### src/rtl/sbt_pkg.sv
`timescale 1ns / 1ps
package sbt_pkg;

  // Line counter width; the result field always carries 24 bits of it.
  localparam int LINE_BITS = 24;
  localparam int LINE_OUT_W = 24;

  // Depth of the queue between the front and back parts.
  localparam int QUEUE_DEPTH = 4;
  localparam int QPTR_W = $clog2(QUEUE_DEPTH);
  localparam int QCNT_W = $clog2(QUEUE_DEPTH + 1);

  // Result kinds
  localparam logic [2:0] KIND_CONTENT = 3'd0;
  localparam logic [2:0] KIND_END     = 3'd1;
  localparam logic [2:0] KIND_OPEN    = 3'd2;
  localparam logic [2:0] KIND_CLOSE   = 3'd3;
  localparam logic [2:0] KIND_EOF     = 3'd4;
  localparam logic [2:0] KIND_INVALID = 3'd5;

  // Token classes
  localparam logic [2:0] CLS_NONE    = 3'd0;
  localparam logic [2:0] CLS_SYMBOL  = 3'd1;
  localparam logic [2:0] CLS_STRING  = 3'd2;
  localparam logic [2:0] CLS_NUMBER  = 3'd3;
  localparam logic [2:0] CLS_KEYWORD = 3'd4;

  // Characters with a meaning of their own
  localparam logic [7:0] CH_NUL    = 8'h00;
  localparam logic [7:0] CH_TAB    = 8'h09;
  localparam logic [7:0] CH_LF     = 8'h0a;
  localparam logic [7:0] CH_VT     = 8'h0b;
  localparam logic [7:0] CH_FF     = 8'h0c;
  localparam logic [7:0] CH_CR     = 8'h0d;
  localparam logic [7:0] CH_SPACE  = 8'h20;
  localparam logic [7:0] CH_DQUOTE = 8'h22;
  localparam logic [7:0] CH_SQUOTE = 8'h27;
  localparam logic [7:0] CH_LPAREN = 8'h28;
  localparam logic [7:0] CH_RPAREN = 8'h29;
  localparam logic [7:0] CH_DASH   = 8'h2d;
  localparam logic [7:0] CH_DOT    = 8'h2e;
  localparam logic [7:0] CH_COLON  = 8'h3a;
  localparam logic [7:0] CH_SEMI   = 8'h3b;
  localparam logic [7:0] CH_UNDER  = 8'h5f;

  typedef enum logic [5:0] {
    MODE_IDLE    = 6'b000001,
    MODE_COMMENT = 6'b000010,
    MODE_STRING  = 6'b000100,
    MODE_NUMBER  = 6'b001000,
    MODE_KEYWORD = 6'b010000,
    MODE_SYMBOL  = 6'b100000
  } lex_mode_t;

  typedef struct packed {
    logic [2:0] kind;
    logic [2:0] cls;
    logic [7:0] ch;
  } res_t;

  // All results caused by one source byte, as one queue entry.
  typedef struct packed {
    logic                  two;
    res_t                  first;
    res_t                  second;
    logic [LINE_OUT_W-1:0] line;
  } tok_run_t;

  typedef struct packed {
    logic push;
    logic pop;
  } q_ctl_t;

  typedef struct packed {
    logic full;
    logic empty;
  } q_stat_t;

endpackage

### src/rtl/sbt_in_if.sv
`timescale 1ns / 1ps
interface sbt_in_if;
  logic       valid;
  logic       ready;
  logic [7:0] source_byte;

  modport source (output valid, output source_byte, input ready);
  modport sink (input valid, input source_byte, output ready);
endinterface

### src/rtl/sbt_out_if.sv
`timescale 1ns / 1ps
interface sbt_out_if;
  logic        valid;
  logic        ready;
  logic [2:0]  kind;
  logic [2:0]  token_class;
  logic [7:0]  char_out;
  logic [23:0] line_number;
  logic        last_of_run;

  modport source (output valid, output kind, output token_class, output char_out,
                  output line_number, output last_of_run, input ready);
  modport sink (input valid, input kind, input token_class, input char_out,
                input line_number, input last_of_run, output ready);
endinterface

### src/rtl/sexpr_byte_tokenizer_core.sv
`timescale 1ns / 1ps
// Path: each accepted byte's results are written as one queue entry; its first
// result beat is then loaded into the output register, which drives the port.
// Throughput: one byte per cycle while the queue has room and each byte has
// at most one result; two results need two output beats, the port moving one
// beat per cycle while ready is high; a 4-entry queue absorbs the difference.
// Reset (rst_n low, synchronous): mode idle, line 1, queue and output empty.
module sexpr_byte_tokenizer_core (
  input  logic      clk,
  input  logic      rst_n,
  sbt_in_if.sink    in_ch,
  sbt_out_if.source out_ch
);

  // Front: lex each accepted byte in a single step and build one queue entry
  // holding every result the byte causes, stamped with the current line.
  // Back: drain entries one result beat at a time through an output register.

  sbt_pkg::tok_run_t push_data;
  sbt_pkg::tok_run_t head;
  sbt_pkg::q_ctl_t   q_ctl;
  sbt_pkg::q_stat_t  q_stat;
  logic              accept;
  logic              push;
  logic              pop;

  // Take a byte whenever the queue has room; the front never stalls otherwise.
  assign in_ch.ready = !q_stat.full;
  assign accept = in_ch.valid && in_ch.ready;

  sbt_front u_front (
    .clk       (clk),
    .rst_n     (rst_n),
    .accept    (accept),
    .byte_in   (in_ch.source_byte),
    .push      (push),
    .push_data (push_data)
  );

  assign q_ctl = '{push: push, pop: pop};

  sbt_queue u_queue (
    .clk     (clk),
    .rst_n   (rst_n),
    .ctl     (q_ctl),
    .wr_data (push_data),
    .head    (head),
    .stat    (q_stat)
  );

  // Mark the final beat of each entry as last_of_run.
  sbt_back u_back (
    .clk     (clk),
    .rst_n   (rst_n),
    .head    (head),
    .q_empty (q_stat.empty),
    .pop     (pop),
    .out_ch  (out_ch)
  );

endmodule

### src/rtl/sbt_front.sv
`timescale 1ns / 1ps
module sbt_front (
  input  logic              clk,
  input  logic              rst_n,
  input  logic              accept,
  input  logic [7:0]        byte_in,
  output logic              push,
  output sbt_pkg::tok_run_t push_data
);

  typedef struct packed {
    logic              emit;
    sbt_pkg::res_t     res;
    sbt_pkg::lex_mode_t mode;
    logic              set_quote;
    logic              quote_single;
    logic              line_inc;
  } idle_out_t;

  function automatic logic is_digit(input logic [7:0] b);
    return (b >= 8'h30) && (b <= 8'h39);
  endfunction

  function automatic logic is_alpha(input logic [7:0] b);
    return ((b >= 8'h61) && (b <= 8'h7a)) || ((b >= 8'h41) && (b <= 8'h5a));
  endfunction

  // Lex one byte from idle mode.
  function automatic idle_out_t idle_lex(input logic [7:0] b);
    idle_out_t o;
    o = '0;
    o.mode = sbt_pkg::MODE_IDLE;
    o.res.ch = b;
    o.res.cls = sbt_pkg::CLS_NONE;
    case (b)
      sbt_pkg::CH_NUL: begin
        o.emit = 1'b1;
        o.res.kind = sbt_pkg::KIND_EOF;
      end
      sbt_pkg::CH_LF, sbt_pkg::CH_CR: o.line_inc = 1'b1;
      sbt_pkg::CH_SPACE, sbt_pkg::CH_TAB, sbt_pkg::CH_FF, sbt_pkg::CH_VT: o.emit = 1'b0;
      sbt_pkg::CH_SEMI: o.mode = sbt_pkg::MODE_COMMENT;
      sbt_pkg::CH_LPAREN: begin
        o.emit = 1'b1;
        o.res.kind = sbt_pkg::KIND_OPEN;
      end
      sbt_pkg::CH_RPAREN: begin
        o.emit = 1'b1;
        o.res.kind = sbt_pkg::KIND_CLOSE;
      end
      sbt_pkg::CH_DQUOTE, sbt_pkg::CH_SQUOTE: begin
        o.mode = sbt_pkg::MODE_STRING;
        o.set_quote = 1'b1;
        o.quote_single = (b == sbt_pkg::CH_SQUOTE);
      end
      sbt_pkg::CH_COLON: o.mode = sbt_pkg::MODE_KEYWORD;
      default: begin
        o.emit = 1'b1;
        if (is_digit(b)) begin
          o.mode = sbt_pkg::MODE_NUMBER;
          o.res.kind = sbt_pkg::KIND_CONTENT;
          o.res.cls = sbt_pkg::CLS_NUMBER;
        end else if (is_alpha(b)) begin
          o.mode = sbt_pkg::MODE_SYMBOL;
          o.res.kind = sbt_pkg::KIND_CONTENT;
          o.res.cls = sbt_pkg::CLS_SYMBOL;
        end else begin
          o.res.kind = sbt_pkg::KIND_INVALID;
        end
      end
    endcase
    return o;
  endfunction

  sbt_pkg::lex_mode_t             mode_r, mode_nxt;
  logic                           quote_single_r, quote_single_nxt;
  logic [sbt_pkg::LINE_BITS-1:0]  line_r, line_nxt;
  idle_out_t                      idle;
  logic                           emit;
  logic                           two;
  sbt_pkg::res_t                  first, second;
  logic [2:0]                     run_cls;
  logic                           more;
  logic [7:0]                     quote_ch;

  always_comb begin
    idle = idle_lex(byte_in);
    mode_nxt = mode_r;
    quote_single_nxt = quote_single_r;
    line_nxt = line_r;
    emit = 1'b0;
    two = 1'b0;
    first = '0;
    second = '0;
    run_cls = sbt_pkg::CLS_SYMBOL;
    more = 1'b0;
    quote_ch = quote_single_r ? sbt_pkg::CH_SQUOTE : sbt_pkg::CH_DQUOTE;

    unique case (mode_r)
      sbt_pkg::MODE_COMMENT: begin
        if ((byte_in == sbt_pkg::CH_NUL) || (byte_in == sbt_pkg::CH_LF) ||
            (byte_in == sbt_pkg::CH_CR)) begin
          emit = idle.emit;
          first = idle.res;
          mode_nxt = idle.mode;
          if (idle.line_inc && (line_r != '1)) line_nxt = line_r + 1'b1;
        end
      end
      sbt_pkg::MODE_STRING: begin
        emit = 1'b1;
        if (byte_in == quote_ch) begin
          first = '{kind: sbt_pkg::KIND_END, cls: sbt_pkg::CLS_STRING, ch: byte_in};
          mode_nxt = sbt_pkg::MODE_IDLE;
        end else if (byte_in == sbt_pkg::CH_NUL) begin
          // Unterminated string: report it, then end of input.
          two = 1'b1;
          first = '{kind: sbt_pkg::KIND_INVALID, cls: sbt_pkg::CLS_STRING,
                    ch: sbt_pkg::CH_NUL};
          second = '{kind: sbt_pkg::KIND_EOF, cls: sbt_pkg::CLS_NONE,
                     ch: sbt_pkg::CH_NUL};
          mode_nxt = sbt_pkg::MODE_IDLE;
        end else begin
          first = '{kind: sbt_pkg::KIND_CONTENT, cls: sbt_pkg::CLS_STRING, ch: byte_in};
        end
      end
      sbt_pkg::MODE_NUMBER, sbt_pkg::MODE_KEYWORD, sbt_pkg::MODE_SYMBOL: begin
        if (mode_r == sbt_pkg::MODE_NUMBER) begin
          run_cls = sbt_pkg::CLS_NUMBER;
          more = is_digit(byte_in) || (byte_in == sbt_pkg::CH_DOT);
        end else if (mode_r == sbt_pkg::MODE_KEYWORD) begin
          run_cls = sbt_pkg::CLS_KEYWORD;
          more = is_digit(byte_in) || is_alpha(byte_in) ||
                 (byte_in == sbt_pkg::CH_UNDER) || (byte_in == sbt_pkg::CH_DASH);
        end else begin
          run_cls = sbt_pkg::CLS_SYMBOL;
          more = is_digit(byte_in) || is_alpha(byte_in);
        end
        emit = 1'b1;
        if (more) begin
          first = '{kind: sbt_pkg::KIND_CONTENT, cls: run_cls, ch: byte_in};
        end else begin
          // Close the token, then lex the byte from idle.
          first = '{kind: sbt_pkg::KIND_END, cls: run_cls, ch: byte_in};
          two = idle.emit;
          second = idle.res;
          mode_nxt = idle.mode;
          if (idle.set_quote) quote_single_nxt = idle.quote_single;
          if (idle.line_inc && (line_r != '1)) line_nxt = line_r + 1'b1;
        end
      end
      default: begin
        emit = idle.emit;
        first = idle.res;
        mode_nxt = idle.mode;
        if (idle.set_quote) quote_single_nxt = idle.quote_single;
        if (idle.line_inc && (line_r != '1)) line_nxt = line_r + 1'b1;
      end
    endcase
  end

  always_ff @(posedge clk) begin
    if (!rst_n) begin
      mode_r <= sbt_pkg::MODE_IDLE;
      quote_single_r <= 1'b0;
      line_r <= sbt_pkg::LINE_BITS'(1);
    end else if (accept) begin
      mode_r <= mode_nxt;
      quote_single_r <= quote_single_nxt;
      line_r <= line_nxt;
    end
  end

  assign push = accept && emit;
  assign push_data = '{two: two, first: first, second: second,
                       line: sbt_pkg::LINE_OUT_W'(line_r)};

endmodule

### src/rtl/sbt_queue.sv
`timescale 1ns / 1ps
module sbt_queue (
  input  logic              clk,
  input  logic              rst_n,
  input  sbt_pkg::q_ctl_t   ctl,
  input  sbt_pkg::tok_run_t wr_data,
  output sbt_pkg::tok_run_t head,
  output sbt_pkg::q_stat_t  stat
);

  sbt_pkg::tok_run_t                entries_r [sbt_pkg::QUEUE_DEPTH];
  logic [sbt_pkg::QPTR_W-1:0]       wr_ptr_r, rd_ptr_r;
  logic [sbt_pkg::QCNT_W-1:0]       count_r, count_nxt;
  logic                             do_push, do_pop;

  assign stat.full  = (count_r == sbt_pkg::QCNT_W'(sbt_pkg::QUEUE_DEPTH));
  assign stat.empty = (count_r == '0);
  assign do_push = ctl.push && !stat.full;
  assign do_pop  = ctl.pop && !stat.empty;
  assign head = entries_r[rd_ptr_r];

  always_comb begin
    count_nxt = count_r;
    if (do_push && !do_pop) count_nxt = count_r + 1'b1;
    else if (do_pop && !do_push) count_nxt = count_r - 1'b1;
  end

  always_ff @(posedge clk) begin
    if (!rst_n) begin
      wr_ptr_r <= '0;
      rd_ptr_r <= '0;
      count_r <= '0;
    end else begin
      if (do_push) wr_ptr_r <= wr_ptr_r + 1'b1;
      if (do_pop) rd_ptr_r <= rd_ptr_r + 1'b1;
      count_r <= count_nxt;
    end
  end

  always_ff @(posedge clk) begin
    if (do_push) entries_r[wr_ptr_r] <= wr_data;
  end

endmodule

### src/rtl/sbt_back.sv
`timescale 1ns / 1ps
module sbt_back (
  input  logic              clk,
  input  logic              rst_n,
  input  sbt_pkg::tok_run_t head,
  input  logic              q_empty,
  output logic              pop,
  sbt_out_if.source         out_ch
);

  logic                            out_valid_r;
  sbt_pkg::res_t                   res_r;
  logic [sbt_pkg::LINE_OUT_W-1:0]  line_r;
  logic                            last_r;
  logic                            idx_r;
  logic                            load;
  logic                            last;
  sbt_pkg::res_t                   sel;

  assign load = !out_valid_r || out_ch.ready;
  assign last = !head.two || idx_r;
  assign sel  = idx_r ? head.second : head.first;
  assign pop  = load && !q_empty && last;

  always_ff @(posedge clk) begin
    if (!rst_n) begin
      out_valid_r <= 1'b0;
      idx_r <= 1'b0;
    end else if (load) begin
      out_valid_r <= !q_empty;
      if (!q_empty) idx_r <= !last;
    end
  end

  always_ff @(posedge clk) begin
    if (load && !q_empty) begin
      res_r <= sel;
      line_r <= head.line;
      last_r <= last;
    end
  end

  assign out_ch.valid       = out_valid_r;
  assign out_ch.kind        = res_r.kind;
  assign out_ch.token_class = res_r.cls;
  assign out_ch.char_out    = res_r.ch;
  assign out_ch.line_number = line_r;
  assign out_ch.last_of_run = last_r;

endmodule

### src/flat_wrapper.sv
// flat-port wrapper written by rule: the top's interface ports become plain ports
module sexpr_byte_tokenizer_core_flat 
  (clk, rst_n, in_ch_valid, in_ch_source_byte, in_ch_ready, out_ch_valid, out_ch_kind, out_ch_token_class, out_ch_char_out, out_ch_line_number, out_ch_last_of_run, out_ch_ready);
  sbt_in_if in_ch_i ();
  sbt_out_if out_ch_i ();
  input  logic clk;
  input  logic rst_n;
  input wire logic [$bits(in_ch_i.valid)-1:0] in_ch_valid;
  input wire logic [$bits(in_ch_i.source_byte)-1:0] in_ch_source_byte;
  output wire logic [$bits(in_ch_i.ready)-1:0] in_ch_ready;
  output wire logic [$bits(out_ch_i.valid)-1:0] out_ch_valid;
  output wire logic [$bits(out_ch_i.kind)-1:0] out_ch_kind;
  output wire logic [$bits(out_ch_i.token_class)-1:0] out_ch_token_class;
  output wire logic [$bits(out_ch_i.char_out)-1:0] out_ch_char_out;
  output wire logic [$bits(out_ch_i.line_number)-1:0] out_ch_line_number;
  output wire logic [$bits(out_ch_i.last_of_run)-1:0] out_ch_last_of_run;
  input wire logic [$bits(out_ch_i.ready)-1:0] out_ch_ready;
  assign in_ch_i.valid = in_ch_valid;
  assign in_ch_i.source_byte = in_ch_source_byte;
  assign in_ch_ready = in_ch_i.ready;
  assign out_ch_valid = out_ch_i.valid;
  assign out_ch_kind = out_ch_i.kind;
  assign out_ch_token_class = out_ch_i.token_class;
  assign out_ch_char_out = out_ch_i.char_out;
  assign out_ch_line_number = out_ch_i.line_number;
  assign out_ch_last_of_run = out_ch_i.last_of_run;
  assign out_ch_i.ready = out_ch_ready;
  sexpr_byte_tokenizer_core u_core (.clk(clk), .rst_n(rst_n), .in_ch(in_ch_i), .out_ch(out_ch_i));
endmodule
### config.mk
export PLATFORM = sky130hd
export DESIGN_NAME = sexpr_byte_tokenizer_core_flat
export DESIGN_NICKNAME = d
export VERILOG_FILES = /design/src/rtl/sbt_pkg.sv /design/src/rtl/sbt_in_if.sv /design/src/rtl/sbt_out_if.sv /design/src/rtl/sexpr_byte_tokenizer_core.sv /design/src/rtl/sbt_front.sv /design/src/rtl/sbt_queue.sv /design/src/rtl/sbt_back.sv /design/src/flat_wrapper.sv
export SDC_FILE = /design/constraint.sdc
export NUM_CORES = 1
export LEC_CHECK = 0
export CAP_MARGIN = 10
export CORE_MARGIN = 2
export CORE_UTILIZATION = 50
export CTS_BUF_LIST = sky130_fd_sc_hd__clkbuf_8
export CTS_CLUSTER_DIAMETER = 200
export DETAILED_ROUTE_END_ITERATION = 8
export DONT_BUFFER_PORTS = 1
export GPL_TIMING_DRIVEN = 0
export SYNTH_ARGS = -nofsm -noshare
export SYNTH_HDL_FRONTEND = slang
export SYNTH_SLANG_ARGS = --single-unit
### constraint.sdc
create_clock -name clk -period 5.2 [get_ports clk]
set_input_delay 1.04 -clock clk [delete_from_list [all_inputs] [get_ports clk]]
set_output_delay 1.04 -clock clk [all_outputs]
set_load 0.1 [all_outputs]
==> results of run 1 <==
-- flip-flops by register name (all words and copies together) (netlist names), 2 cells and up, named ones only --
signal / count
u_core.u_queue.wr_ptr_r: 2
u_core.u_back.out_ch.line_number: 24
u_core.u_queue.count_r: 3
u_core.u_back.out_ch.token_class: 3
u_core.u_back.out_ch.char_out: 8
u_core.u_back.out_ch.kind: 3
u_core.u_queue.entries_r: 208
u_core.u_front.mode_r: 6
u_core.u_front.line_r: 24
u_core.u_queue.rd_ptr_r: 2
-- worst max-delay path, delay by kind of cell --
family                   cells  cell delay (ns)
buffers and inverters        4             1.09
AO/OA/AOI/OAI                5             0.89
adder cells (fa/ha/maj)      2             0.64
AND/OR/NAND/NOR              1             0.31
XOR/XNOR                     1             0.15
-- layer usage --
layer	wire [um]	track usage
met1	10100	0.262
met2	10800	0.316
met3	1000	0.0394
met4	566	0.0655
met5	0	0
-- cells in the mapped netlist, types with 5 or more instances --
library cell  number  area, um^2
edfxtp_1         247        7420
mux4_2            52        1170
nor2_1            43         161
dfxtp_1           42         841
nand2_1           29         109
clkbuf_1          24        90.1
nand3_1           20         100
and2_1            19         119
xor2_1            19         166
a21oi_1           16        80.1
inv_1             14        52.6
mux2_2            14         158
nand4_1           12        75.1
mux2i_1            9        90.1
and3_1             8        50.1
nor2b_1            7        43.8
o21ai_0            7        35.0
buf_1              6        22.5
ha_1               6        75.1
nor3_1             6        30.0
or3_1              6        37.5
xnor2_1            6        52.6
nor4_1             5        31.3
-- per-stage QoR --
stage | setup WS [ns] | hold slack, ns | total power, W
CTS | 1.58 | 0.476 | 0.00713
global route | 1.29 | 0.507 | 0.00733
floorplan | 0.693 | 0.448 | 0.00497
detailed placement | 1.02 | 0.468 | 0.00530
global placement | -0.817 | 0.461 | 0.00526
finish | 1.55 | 0.478 | 0.00703
-- cell families after synthesis --
family,after synthesis
and+or+nand+nor,184
xor gates and xnor gates,25
other,1
muxes,75
adders and majority gates,7
buffers and inverters,47
AOI/OAI and AO/OA,56
DFF,289
-- layout make-up --
| cell class | instances | share of cell area |
|---|---|---|
| plain buffers | 32 | 0.00953 |
| clock buffers | 52 | 0.0556 |
| repair buffers | 1 | 0.00156 |
| clock inverters | 32 | 0.0124 |
| flip-flops and latches | 289 | 0.642 |
| multi-input cells | 351 | 0.247 |
| well taps | 285 | 0.0277 |
| inverters | 15 | 0.00438 |
-- power breakdown --
group          switching (W)  internal [W]
Combinational       0.000614      0.000471
Sequential           0.00121       0.00292
Clock               0.000848      0.000965
-- path summary, 6_finish.rpt --
path | cells past startpoint | startpoint | slack (ns) | end
worst max-delay path | 13 | in_ch_source_byte[2] | 1.55 | u_core.u_queue.count_r[2]$_SDFFE_PN0P_
worst min-delay path | 2 | u_core.u_front.quote_single_r$_SDFFE_PN0P_ | 0.48 | u_core.u_front.quote_single_r$_SDFFE_PN0P_
worst max register to register | 13 | u_core.u_front.mode_r[3]$_SDFFE_PN0P_ | 1.56 | u_core.u_queue.count_r[2]$_SDFFE_PN0P_
worst min register to register | 2 | u_core.u_front.quote_single_r$_SDFFE_PN0P_ | 0.48 | u_core.u_front.quote_single_r$_SDFFE_PN0P_
==> flow_metrics.env, run 1 <==
export IMPL_design_area_mm2=0.0129
export IMPL_clk_pin_slew_ns=0.06
export IMPL_slew_violations=0
export IMPL_die_area_mm2=0.0244
export IMPL_final_util=0.567
export IMPL_seq_area_frac_synth=0.713
export IMPL_area_growth_pct=11.1
export IMPL_place_congestion=0.844
export IMPL_async_flop_share=0
export IMPL_hold_viol_final=0
export IMPL_synth_mux_area_frac=0.123
export IMPL_register_area_mm2=0.00826
export IMPL_ys_seq_elements=289
export IMPL_finalClockSkew_ns=0.0140
export IMPL_place_inst=973
export IMPL_route_detailed_drc=0
export IMPL_dr_pass1_iters=5
export IMPL_status="finished, final reports clean"
export IMPL_synth_ff_type="edfxtp_1"
export IMPL_finalSetupTns_ns=0
export IMPL_ir_worst_vdd_mv=0.631
export IMPL_antenna_found_initial=0
export IMPL_crit_path_end_kind="register"
export IMPL_p_leak_nw=4.22
export IMPL_grt_max_degree=53
export IMPL_powerDensity_mw_per_mm2=546
export IMPL_period_minus_slack_ns=3.65
export IMPL_yosys_area_share_simple=0.0888
export IMPL_final_cells=1057
export IMPL_cp_start_kind="input port"
export IMPL_cts_root_buf="clkbuf_8"
export IMPL_synth_edff_count=247
export IMPL_grt_total_usage=0.193
export IMPL_cts_setup_buffers=0
export IMPL_drv_cap=0
export IMPL_multi_input_area_mm2=0.00318
export IMPL_io_pins=53
export IMPL_critical_path_peak_fanout=10
export IMPL_cp_cell_sequence="clkbuf_1 > clkbuf_1 > a21o_1 > a21oi_1 > o22ai_1 > o21a_1 > clkbuf_1 > ha_1 > inv_1 > fa_1 > xor2_1 > or3_1 > a21oi_1"
export IMPL_crit_type="in -> reg"
export IMPL_crit_path_max_incr_delay_ns=0.46
export IMPL_cp_common_cell="clkbuf_1"
export IMPL_start_util=0.510
export IMPL_vias=6091
export IMPL_drive_above_1_share=0.188
export IMPL_fillers=1770
export IMPL_final_setup_viol_count=0
export IMPL_max_freq_mhz=274
export IMPL_grt_setup_unrepaired="false"
export IMPL_wl_per_cell_um=21.2
export IMPL_grt_overflow_total=0
export IMPL_port_buffers=0
export IMPL_cts_sinks=289
export IMPL_grt_first_pass_wirelength_um=35400
export IMPL_worstPathArrival_ns=4.13
export IMPL_numCtsBuffers=46
export IMPL_clkLatencyLatePin_ns=0.55
export IMPL_antennaDiodeCount=0
export IMPL_hp_class="reg -> reg"
export IMPL_grt_pass1_vias=6383
export IMPL_yosysWarnings=0
export IMPL_core_mm2=0.0227
export IMPL_die_x_um=156
export IMPL_drt_iter0_markers=350
export IMPL_num_rows=55
export IMPL_htreeDepth=2
export IMPL_vias_per_cell=5.76
export IMPL_finalCritPeriodShare=0.703
export IMPL_dpl_cell_area_mm2=0.0120
export IMPL_synth_adder_area_share=0.00821
export IMPL_holdBufCountCts=0
export IMPL_synth_compound_area_frac=0.0327
export IMPL_post_cts_resized=0
export IMPL_cts_tree="yes"
export IMPL_cts_buffer_depth=3
export IMPL_final_common_cell="edfxtp_1"
export IMPL_slowest_stage="clkbuf_1"
export IMPL_wl_um=22500
export IMPL_layout_common_cells="247 x edfxtp_1, 52 x mux4_2, 52 x clkbuf_8"
export IMPL_antenna_left=0
export IMPL_max_slew_margin=0.199
export IMPL_die_h_um=156
export IMPL_syn_instance_count=684
export IMPL_avgSynthCellArea_um2=16.9
export IMPL_syn_cell_area_mm2=0.0116
export IMPL_synth_top_family_by_area="multiplexers"
export IMPL_dp_final_hpwl_um=13600
export IMPL_fin_nets=755
export IMPL_cp_required_ns=5.68
export IMPL_worst_pin_slew_ns=1.20
export IMPL_synth_distinct_cells=62
export IMPL_synth_xor_area_frac=0.0189
Note: power is estimated with default switching activity, not from simulation.
==> run 2: changes to the inputs <==
- ABC_AREA: not set -> 1
- PLACE_DENSITY: not set -> 0.68
- clock period: 5.2 -> 3.2 ns (I/O delays scaled with it)
==> flow_metrics.env, run 2 <==
export IMPL_register_area_mm2=0.00826
export IMPL_start_util=0.513
export IMPL_finalCritPeriodShare=0.907
export IMPL_worstPathArrival_ns=3.34
export IMPL_cts_tree="yes"
export IMPL_r2r_start="u_core.u_queue.count_r[0]$_SDFFE_PN0P_"
export IMPL_cts_sinks=289
export IMPL_die_area_mm2=0.0255
export IMPL_hp_class="in -> reg"
export IMPL_grt_max_degree=29
export IMPL_vias=8217
export IMPL_syn_instance_count=1083
export IMPL_num_rows=56
export IMPL_htreeDepth=2
export IMPL_hp_start="rst_n"
export IMPL_multi_input_area_mm2=0.00341
export IMPL_p_leak_nw=4.76
export IMPL_port_buffers=0
export IMPL_async_flop_share=0
export IMPL_clkLatencyLatePin_ns=0.57
export IMPL_antenna_found_initial=0
export IMPL_grt_busiest_layer="met2"
export IMPL_antennaDiodeCount=0
export IMPL_use_met2=0.335
export IMPL_worst_slack_ns=0.297
export IMPL_yosys_area_top_type="edfxtp_1"
export IMPL_powerDensity_mw_per_mm2=870
export IMPL_r2r_slack_ns=0.30
export IMPL_ys_seq_elements=289
export IMPL_place_congestion=0.946
export IMPL_dp_final_hpwl_um=18300
export IMPL_pre_cts_ws_ns=-0.128
export IMPL_finalClockSkew_ns=0.0249
export IMPL_whs_path_depth=2
export IMPL_grt_util_met1=0.317
export IMPL_route_detailed_drc=0
export IMPL_clk_pin_slew_ns=0.06
export IMPL_syn_cell_area_mm2=0.0121
export IMPL_r2r_end="u_core.u_queue.count_r[1]$_SDFFE_PN0P_"
export IMPL_critical_path_peak_fanout=7
export IMPL_area_growth_pct=11.8
export IMPL_synth_commonest_cells="247 x edfxtp_1, 200 x nor2_1, 121 x nand2_1"
export IMPL_layout_common_cells="247 x edfxtp_1, 196 x nor2_1, 121 x nand2_1"
export IMPL_drt_iter0_markers=829
export IMPL_grt_first_pass_wirelength_um=43100
export IMPL_io_pins=53
export IMPL_cp_required_ns=3.64
export IMPL_synth_ff_type="edfxtp_1"
export IMPL_max_slew_margin=0.347
export IMPL_slew_violations=0
export IMPL_synthTopCellsByArea="edfxtp_1 61%, dfxtp_1 6.9%, nor2_1 6.2%"
export IMPL_avgSynthCellArea_um2=11.2
export IMPL_synth_edff_count=247
export IMPL_crit_path_end_kind="register"
export IMPL_holdBufCountCts=0
export IMPL_reg2reg_depth=11
export IMPL_synth_distinct_cells=41
export IMPL_status="finished, final reports clean"
export IMPL_yosysTopAreaCellShare=0.612
export IMPL_fillers=1956
export IMPL_final_setup_viol_count=0
export IMPL_grt_setup_unrepaired="false"
export IMPL_whs_endpoint="u_core.u_queue.count_r[0]$_SDFFE_PN0P_"
export IMPL_grt_pass1_vias=7782
export IMPL_crit_type="reg -> reg"
export IMPL_cts_root_buf="clkbuf_8"
export IMPL_wl_um=27500
export IMPL_die_h_um=160
export IMPL_antenna_left=0
export IMPL_die_x_um=160
export IMPL_largest_reg_flops=208
export IMPL_synth_most_common_cell="edfxtp_1"
export IMPL_largest_register="u_core.u_queue.entries_r"
export IMPL_design_area_mm2=0.0136
export IMPL_wl_per_cell_um=18.5
export IMPL_cp_start_kind="register"
export IMPL_met3_usage=0.0400
export IMPL_grt_overflow_total=0
export IMPL_grt_total_usage=0.216
export IMPL_cts_buffer_depth=3
export IMPL_fin_nets=1161
export IMPL_final_common_cell="edfxtp_1"
export IMPL_dpl_cell_area_mm2=0.0128
export IMPL_vias_per_cell=5.51
export IMPL_max_freq_mhz=344
export IMPL_period_minus_slack_ns=2.90
export IMPL_yosysWarnings=0
export IMPL_hold_viol_final=0
export IMPL_drv_cap=0
export IMPL_numCtsBuffers=45
export IMPL_drive_above_1_share=0.109
export IMPL_core_mm2=0.0236
export IMPL_power_w=0.0118
export IMPL_ir_worst_vdd_mv=0.544
export IMPL_seq_area_frac_synth=0.681
export IMPL_dr_pass1_iters=6
export IMPL_worst_pin_slew_ns=0.977
## run 2: cell count changes after synthesis, moves of 19 or more
cell,change
o21ai_0,+108
o22ai_1,+34
a21oi_1,+20
nor2_1,+157
inv_1,+45
nand2_1,+92
and2_1,-19
nand4_1,+19
mux4_2,-52
## run 2: cell type report
class                           instances  area share
Multi-Input combinational cell        675       0.252
Clock buffer                           45      0.0457
Sequential cell                       289       0.609
Timing Repair Buffer                    9      0.0144
Inverter                               72      0.0203
Buffer                                 50      0.0175
Clock inverter                         32      0.0114
Tap cell                              319      0.0294
## run 2: timing repair
item | in CTS | in global routing
buffers inserted | 0 | 0
resized for setup | 1 | 0
endpoints found under the setup margin | 17 | 0
## run 2: critical path: stages (launching register included)
cell     delay [ns]
dfxtp_1        0.33
inv_1          0.16
nand3_2        0.50
nand2_1        0.37
inv_1          0.14
nand2_2        0.26
inv_2          0.07
ha_1           0.19
inv_1          0.10
fa_1           0.43
o21ai_0        0.17
a21oi_1        0.05
## run 2: worst max path at each step
| stage | from | endpoint | slack (ns) | cells after the start |
|---|---|---|---|---|
| after floorplan | u_core.u_queue.count_r[1]$_SDFFE_PN0P_ | u_core.u_queue.entries_r[0][0]$_DFFE_PP_ | -0.31 | 6 |
| after global placement | in_ch_source_byte[3] | u_core.u_queue.entries_r[3][22]$_DFFE_PP_ | -1.68 | 12 |
| after detailed placement | u_core.u_queue.count_r[0]$_SDFFE_PN0P_ | u_core.u_queue.count_r[1]$_SDFFE_PN0P_ | -0.13 | 11 |
| after CTS | u_core.u_queue.count_r[0]$_SDFFE_PN0P_ | u_core.u_queue.count_r[1]$_SDFFE_PN0P_ | 0.28 | 11 |
| after global routing | u_core.u_queue.count_r[0]$_SDFFE_PN0P_ | u_core.u_queue.count_r[1]$_SDFFE_PN0P_ | 0.04 | 11 |
| final | u_core.u_queue.count_r[0]$_SDFFE_PN0P_ | u_core.u_queue.count_r[1]$_SDFFE_PN0P_ | 0.30 | 11 |
## run 2: logic make-up (layout without fill, tap and decap cells)
kind of cell               count (synthesis)  in the layout  share of synthesized area
xor gates and xnor gates                  20             20                     0.0144
and+or+nand+nor                          432            432                      0.160
DFF                                      289            289                      0.681
buffers and inverters                    122            208                     0.0423
adders and majority gates                  7              7                    0.00784
other                                      1              4                   0.000309
AOI/OAI and AO/OA                        212            212                     0.0937
## run 2: metrics by stage
| stage | hold WS [ns] | util | instances | TNS (ns) |
|---|---|---|---|---|
| 2_1_floorplan | 0.436 | - | 1086 | -64.10 |
| 4_1_cts | 0.201 | 0.574 | 1491 | 0 |
| 5_1_grt | 0.208 | 0.574 | 1491 | 0 |
| 3_5_place_dp | 0.462 | 0.541 | 1414 | -1.48 |
| 6_report | 0.224 | 0.574 | 1491 | 0 |
| 3_3_place_gp | 0.453 | 0.532 | 1405 | -340.09 |
## run 2: metal layers
metal	vias up	wire, um
met2	321	12500
met1	3929	12300
met4	0	414
li1	3928	-
met3	39	2290
met5	-	0
## run 2: where the power goes
| group | internal, W | total, W | leakage [nW] | switching, W |
|---|---|---|---|---|
| clock network | 0.00132 | 0.00271 | 0.462 | 0.00139 |
| registers | 0.00487 | 0.00697 | 2.59 | 0.00210 |
| logic | 0.000588 | 0.00211 | 1.71 | 0.00152 |
